===== src/sv/sector_cache_fifo_lookup_assert.svh =====
// ----------------------------------------------------------------------------
// Sector cache lookup assertion macros
// Concurrent assertion wrappers; they expand to nothing in synthesis.
// ----------------------------------------------------------------------------
`ifndef SECTOR_CACHE_FIFO_LOOKUP_ASSERT_SVH
`define SECTOR_CACHE_FIFO_LOOKUP_ASSERT_SVH
`ifndef SYNTHESIS
// Same-cycle implication, disabled while reset is low.
`define SCFL_ASSERT_SAME(label, clk, rstn, ante, cons, msg) \
    label: assert property (@(posedge clk) disable iff (!rstn) (ante) |-> (cons)) \
        else $error(msg);
// Next-cycle implication, disabled while reset is low.
`define SCFL_ASSERT_NEXT(label, clk, rstn, ante, cons, msg) \
    label: assert property (@(posedge clk) disable iff (!rstn) (ante) |=> (cons)) \
        else $error(msg);
`else
`define SCFL_ASSERT_SAME(label, clk, rstn, ante, cons, msg)
`define SCFL_ASSERT_NEXT(label, clk, rstn, ante, cons, msg)
`endif
`endif


===== src/sv/scfl_pkg.sv =====
// ----------------------------------------------------------------------------
// Sector cache lookup package
// Shared constants, register indexes and types of the sector cache lookup.
// ----------------------------------------------------------------------------
package scfl_pkg;

    localparam int MAX_ENTRIES_DEF = 128;
    localparam int MIN_ENTRIES     = 4;

    // Field widths.
    localparam int INDEX_W   = 32;
    localparam int ENTRIES_W = 8;
    localparam int OFFSET_W  = 32;
    localparam int SBYTES_W  = 13;
    localparam int SLOT_W    = 7;
    localparam int BUFOFF_W  = 19;
    localparam int CFG_IDX_W = 2;
    localparam int CFG_DAT_W = 32;
    localparam int IN_DATA_W  = 32;
    localparam int OUT_DATA_W = 64;

    // Register reset values.
    localparam logic [ENTRIES_W-1:0] ENTRIES_RST = 8'd4;
    localparam logic [OFFSET_W-1:0]  OFFSET_RST  = 32'd0;
    localparam logic [SBYTES_W-1:0]  SBYTES_RST  = 13'd512;

    // Configuration register indexes.
    typedef enum logic [CFG_IDX_W-1:0] {
        CFG_ENTRIES_IN_USE = 2'd0,
        CFG_START_OFFSET   = 2'd1,
        CFG_SECTOR_BYTES   = 2'd2
    } cfg_index_t;

    // Controller states.
    typedef enum logic [2:0] {
        ST_IDLE   = 3'b001,
        ST_SEARCH = 3'b010,
        ST_FINISH = 3'b100
    } state_t;

    // Control part of the probe that walks along the cell chain.
    typedef struct packed {
        logic valid;
        logic found;
    } probe_ctl_t;

endpackage


===== src/sv/scfl_cell.sv =====
// ----------------------------------------------------------------------------
// Sector cache lookup cell
// Holds one slot tag and valid bit, compares the passing probe against it
// and hands the probe to the next cell every cycle.
// ----------------------------------------------------------------------------
module scfl_cell #(
    parameter int IDX_W   = 7,
    parameter int CELL_ID = 0
) (
    input  logic                              aclk,
    input  logic                              aresetn,
    input  logic                              active,
    input  scfl_pkg::probe_ctl_t              ctl_in,
    input  logic [scfl_pkg::INDEX_W-1:0]      tag_in,
    input  logic [IDX_W-1:0]                  idx_in,
    output scfl_pkg::probe_ctl_t              ctl_out,
    output logic [scfl_pkg::INDEX_W-1:0]      tag_out,
    output logic [IDX_W-1:0]                  idx_out,
    input  logic                              wr_en,
    input  logic [IDX_W-1:0]                  wr_slot,
    input  logic [scfl_pkg::INDEX_W-1:0]      wr_tag
);

    localparam logic [IDX_W-1:0] MY_ID = IDX_W'(CELL_ID);

    logic [scfl_pkg::INDEX_W-1:0] slot_tag_reg;
    logic                         slot_valid_reg;
    scfl_pkg::probe_ctl_t         ctl_reg;
    logic [scfl_pkg::INDEX_W-1:0] tag_reg;
    logic [IDX_W-1:0]             idx_reg;
    logic                         match;
    logic                         write_here;

    assign write_here = wr_en && (wr_slot == MY_ID);

    // Only the first matching slot claims the probe.
    assign match = ctl_in.valid && !ctl_in.found && active && slot_valid_reg
                   && (slot_tag_reg == tag_in);

    always_ff @(posedge aclk) begin
        if (!aresetn) begin
            slot_valid_reg <= 1'b0;
            ctl_reg        <= '0;
        end else begin
            if (write_here) begin
                slot_valid_reg <= 1'b1;
            end
            ctl_reg.valid <= ctl_in.valid;
            ctl_reg.found <= ctl_in.found | match;
        end
    end

    always_ff @(posedge aclk) begin
        if (write_here) begin
            slot_tag_reg <= wr_tag;
        end
        tag_reg <= tag_in;
        idx_reg <= match ? MY_ID : idx_in;
    end

    assign ctl_out = ctl_reg;
    assign tag_out = tag_reg;
    assign idx_out = idx_reg;

endmodule


===== config.mk =====
export PLATFORM = sky130hd
export DESIGN_NAME = scfl_cell
export DESIGN_NICKNAME = d
export VERILOG_FILES = /design/src/sv/sector_cache_fifo_lookup_assert.svh /design/src/sv/scfl_pkg.sv /design/src/sv/scfl_cell.sv
export SDC_FILE = /design/constraint.sdc
export NUM_CORES = 1
export LEC_CHECK = 0
export ABC_AREA = 1
export CORE_UTILIZATION = 25
export CTS_CLUSTER_DIAMETER = 150
export CTS_CLUSTER_SIZE = 10
export DETAILED_ROUTE_END_ITERATION = 8
export DONT_BUFFER_PORTS = 1
export GPL_TIMING_DRIVEN = 0
export PLACE_DENSITY_LB_ADDON = 0.15
export SYNTH_ARGS = -nofsm -noshare
export SYNTH_HDL_FRONTEND = slang
export SYNTH_SLANG_ARGS = --single-unit

===== constraint.sdc =====
create_clock -name aclk -period 1.99 [get_ports aclk]
set_input_delay 0.398 -clock aclk [delete_from_list [all_inputs] [get_ports aclk]]
set_output_delay 0.398 -clock aclk [all_outputs]
set_load 0.05 [all_outputs]

Word level (Yosys, flattened, before mapping)
Index checks and enable logic that the tools add are counted.

word-level totals
  register bits = 74
  word-level logic and storage cells = 15
  output and inout port bits = 41

operators by class
  bitwise operators = 1
  eq/ne operators = 1
  reduce and logical (&&, ||, !) cells = 7

operators by type and width
  cell                  number
  equality test 32 bit  1
  logical NOT 7 bit     1
  logical AND 1 bit     5
  logical NOT 1 bit     1
  OR 1 bit              1

Depth between registers and ports, before layout
  word-level depth = 6
  depth in mapped cells = 9
  depth with buffers taken out = 9

Worst setup path after synthesis
No wires, ideal clock.

  path kind = input-to-reg
  start = input wr_slot[1]
  end = register slot_tag_reg[0] (netlist bit) (enable)
  data arrival time = 1.508 ns
  data required time = 1.597 ns
  cell stages on the path = 2
  path slack = 0.089 ns
  setup time = 0.393 ns
  cells stage by stage = nor4_1 > and3_1

on the way
  longest elaborated chain between the ends = 2

RTL lines
  element               line             RTL
  from (decl)           scfl_cell.sv:20  input logic [IDX_W-1:0] wr_slot,
  logical NOT 7 bit     scfl_cell.sv:34  assign write_here = wr_en && (wr_slot == MY_ID);
  logical AND 1 bit     scfl_cell.sv:34
  named net write_here  scfl_cell.sv:32  logic write_here;
  to (signal assigned)  scfl_cell.sv:55  slot_tag_reg <= wr_tag;
  to (decl)             scfl_cell.sv:26  logic [scfl_pkg::INDEX_W-1:0] slot_tag_reg;

The timed path passes the listed nets, and every way through them passes these cells.
A chain may end at the register's enable or synchronous reset.

Worst setup path after layout
  start = register slot_tag_reg[19] (netlist bit)
  end = register idx_reg[5] (netlist: idx_out[5])

on the way
  longest elaborated chain between the ends = 2

RTL lines
  element               line             RTL
  equality test 32 bit  scfl_cell.sv:38  && (slot_tag_reg == tag_in);
  logical AND 1 bit     scfl_cell.sv:38
  to (signal assigned)  scfl_cell.sv:58  idx_reg <= match ? MY_ID : idx_in;
  to (decl)             scfl_cell.sv:30  logic [IDX_W-1:0] idx_reg;

Every way passes these cells.

==> run summary <==
Outcome - finished, final reports clean
Worst setup SP type - flop
Vias - 1,477
Achievable clock frequency - 666 MHz
Critical path origin - slot_tag_reg[19]$_DFFE_PP_
Post-CTS Setup Inserts - 0
Fin. Hold Viols - 0
Synth warn - 0
Ys flop type - dfxtp_1
Hold crit path type - input pin to flop
Hold Buf Count CTS - 0
Detailed Route Iter0 Violations - 22
Initial Utilization - 26.0%
Setup violators final - 0
Number of synthesized flops with an enable pin - 32
CTS buffer count - 9
Initial antenna violation count - 0
Syn Inst Count - 231
IO Port Bufs - 0
Core area - 9860 µm²
Leakage - 0.00121 µW
Vias/cell - 3.89
First-pass detailed-route iteration total - 4
Crit end category - flop
Ys async rst share - 0%
R2R Path Start - slot_tag_reg[19]$_DFFE_PP_
CTS clk-pin slew, worst paths - 0.08 ns
Worst vdd ir - 0.317 mV
Synth area leaders - edfxtp_1 (38%), dfxtp_1 (33%), nand2_1 (6.6%), nor2_1 (5.4%), xor2_1 (4.8%)
First-pass GRT wire length - 7140 µm
Flop2flop setup slack - 0.49 ns
Non-Filler Instances - 380
Tcrit/Tclk final - 75.4%
Design area - 3000 µm²
Fin crit period - 1.50 ns
CP max FO - 7
Clock buffer depth - 2
Area grow syn2layout - 16.9%
Htree depth - 3
Slew @ Worst Pin - 0.842 ns
Vias in the first global route - 1,446
Relative slew slack - 43.9%
GRT overflow - 0
Register area share after synthesis - 70.3%
Die height - 103 µm
Cell taking the most area after synthesis - edfxtp_1
DP HPWL - 4040 µm
FP Rows - 36
Die area - 10,700 µm²
Ant diodes - 0
Utilization after layout - 30.4%
Dpl cells - 364
Critical path class - flop to flop
Hold Startpoint - tag_in[11]
Post-synth top cells - nand2_1 (45), dfxtp_1 (42), nor2_1 (37)
Worst skew pair latency - 0.35 ns
Clock sink count - 74
GR Util All Layers - 9.97%
CTS tree - built
Area after DPL - 2730 µm²
I/O pin cnt - 125
Most common cell in the netlist - nand2_1
Routed Antenna Nets - 0
Drc violations - 0
Pwr Density - 1140 nW/µm²
Seq cells post-synth - 74
Max-Cap Viols - 0
Largest net degree at the start of global routing - 34
RSZ-0062 raised after global routing - no
Critical path arrival - 1.74 ns
RePlAce Congestion - 0.690
Post-synth top area share - 37.5%
Skew final - 0.00978 ns
Synthesized Nets - 315
CP endpoint - idx_out[5]$_SDFF_PP0_
Routed length per instance - 14.1 µm
Cell Area, Synth - 2560 µm²
TNS Setup - 0 ns
Max-slew violation count - 0
Worst reg-to-reg path cell count - 6
Distinct cells, synth - 20
Worst R2R End - idx_out[5]$_SDFF_PP0_
CTS root buf - clkbuf_8
Final nets - 326
Layout cells sized above 1 - 7.69%
Syn_area_per_cell - 11.1 µm²
# resized after CTS - 0
Chip Width - 103 µm
CP required - 2.23 ns
Total detailed-routing wirelength - 5340 µm
-- routing by layer --
metal  up-vias  wire (µm)  track usage [%]
met5         -          0                0
met3         9        500             5.04
li1        743          -                -
met2        83       2420             14.9
met1       642       2330             11.2
met4         0         93             6.61
-- kinds of logic (layout without fill, tap and decap cells) --
logic type / count (synthesis) / count (layout) / synth area share (%)
compound gates: 5 / 5 / 1.03
simple gates: 98 / 98 / 15.9
flops: 74 / 74 / 70.3
buf+inv: 29 / 45 / 4.25
xor+xnor: 25 / 25 / 8.54
-- critical path: stages, from the launching register on --
cell	delay, ns
edfxtp_1	0.38
xnor2_1	0.20
inv_1	0.07
nor3_1	0.28
nand3_1	0.17
nor2_4	0.22
nor2_1	0.07
-- area by class of cell --
class	count	area (µm²)
Clock inverter	5	125
Sequential cell	74	1800
Tap cell	133	166
Multi-Input combinational cell	128	653
Clock buffer	11	141
Inverter	29	109
Fill cell	1007	6870
-- report_power, final --
part / switching, µW / total (µW) / internal (µW)
logic: 43.6 / 78.8 / 35.2
registers: 173 / 1800 / 1630
clock network: 554 / 1550 / 993
-- worst min-delay path by stage --
stage | slack [ns] | endpoint | cells past startpoint
6_report | 0.07 | tag_out[11]$_DFF_P_ | 0
3_3_place_gp | 0.43 | tag_out[10]$_DFF_P_ | 0
3_5_place_dp | 0.43 | tag_out[13]$_DFF_P_ | 0
2_1_floorplan | 0.43 | tag_out[0]$_DFF_P_ | 0
5_1_grt | 0.04 | tag_out[17]$_DFF_P_ | 0
4_1_cts | 0.03 | tag_out[6]$_DFF_P_ | 0
-- layout by cell type (no fill, tap or decap), types with 2 or more instances in the layout --
| cell type | instances |
|---|---|
| inv_1 | 29 |
| dfxtp_1 | 42 |
| o21ai_0 | 2 |
| nor2_1 | 37 |
| clkbuf_8 | 10 |
| nand3_1 | 4 |
| xnor2_1 | 11 |
| xor2_1 | 14 |
| nand2_1 | 45 |
| edfxtp_1 | 32 |
| nor3_1 | 3 |
| bufinv_16 | 4 |
| or2_2 | 2 |
| a21oi_1 | 2 |
-- metrics by stage --
stage / setup slack, ns / power [µW] / hold WS, ns
global route: 0.271 / 3550 / 0.0368
detailed placement: 0.113 / 1920 / 0.426
finish: 0.489 / 3430 / 0.0661
floorplan: 0.0893 / 1900 / 0.426
global placement: -0.503 / 1920 / 0.426
CTS: 0.444 / 3490 / 0.0326
Note: power is estimated with default switching activity, not from simulation.
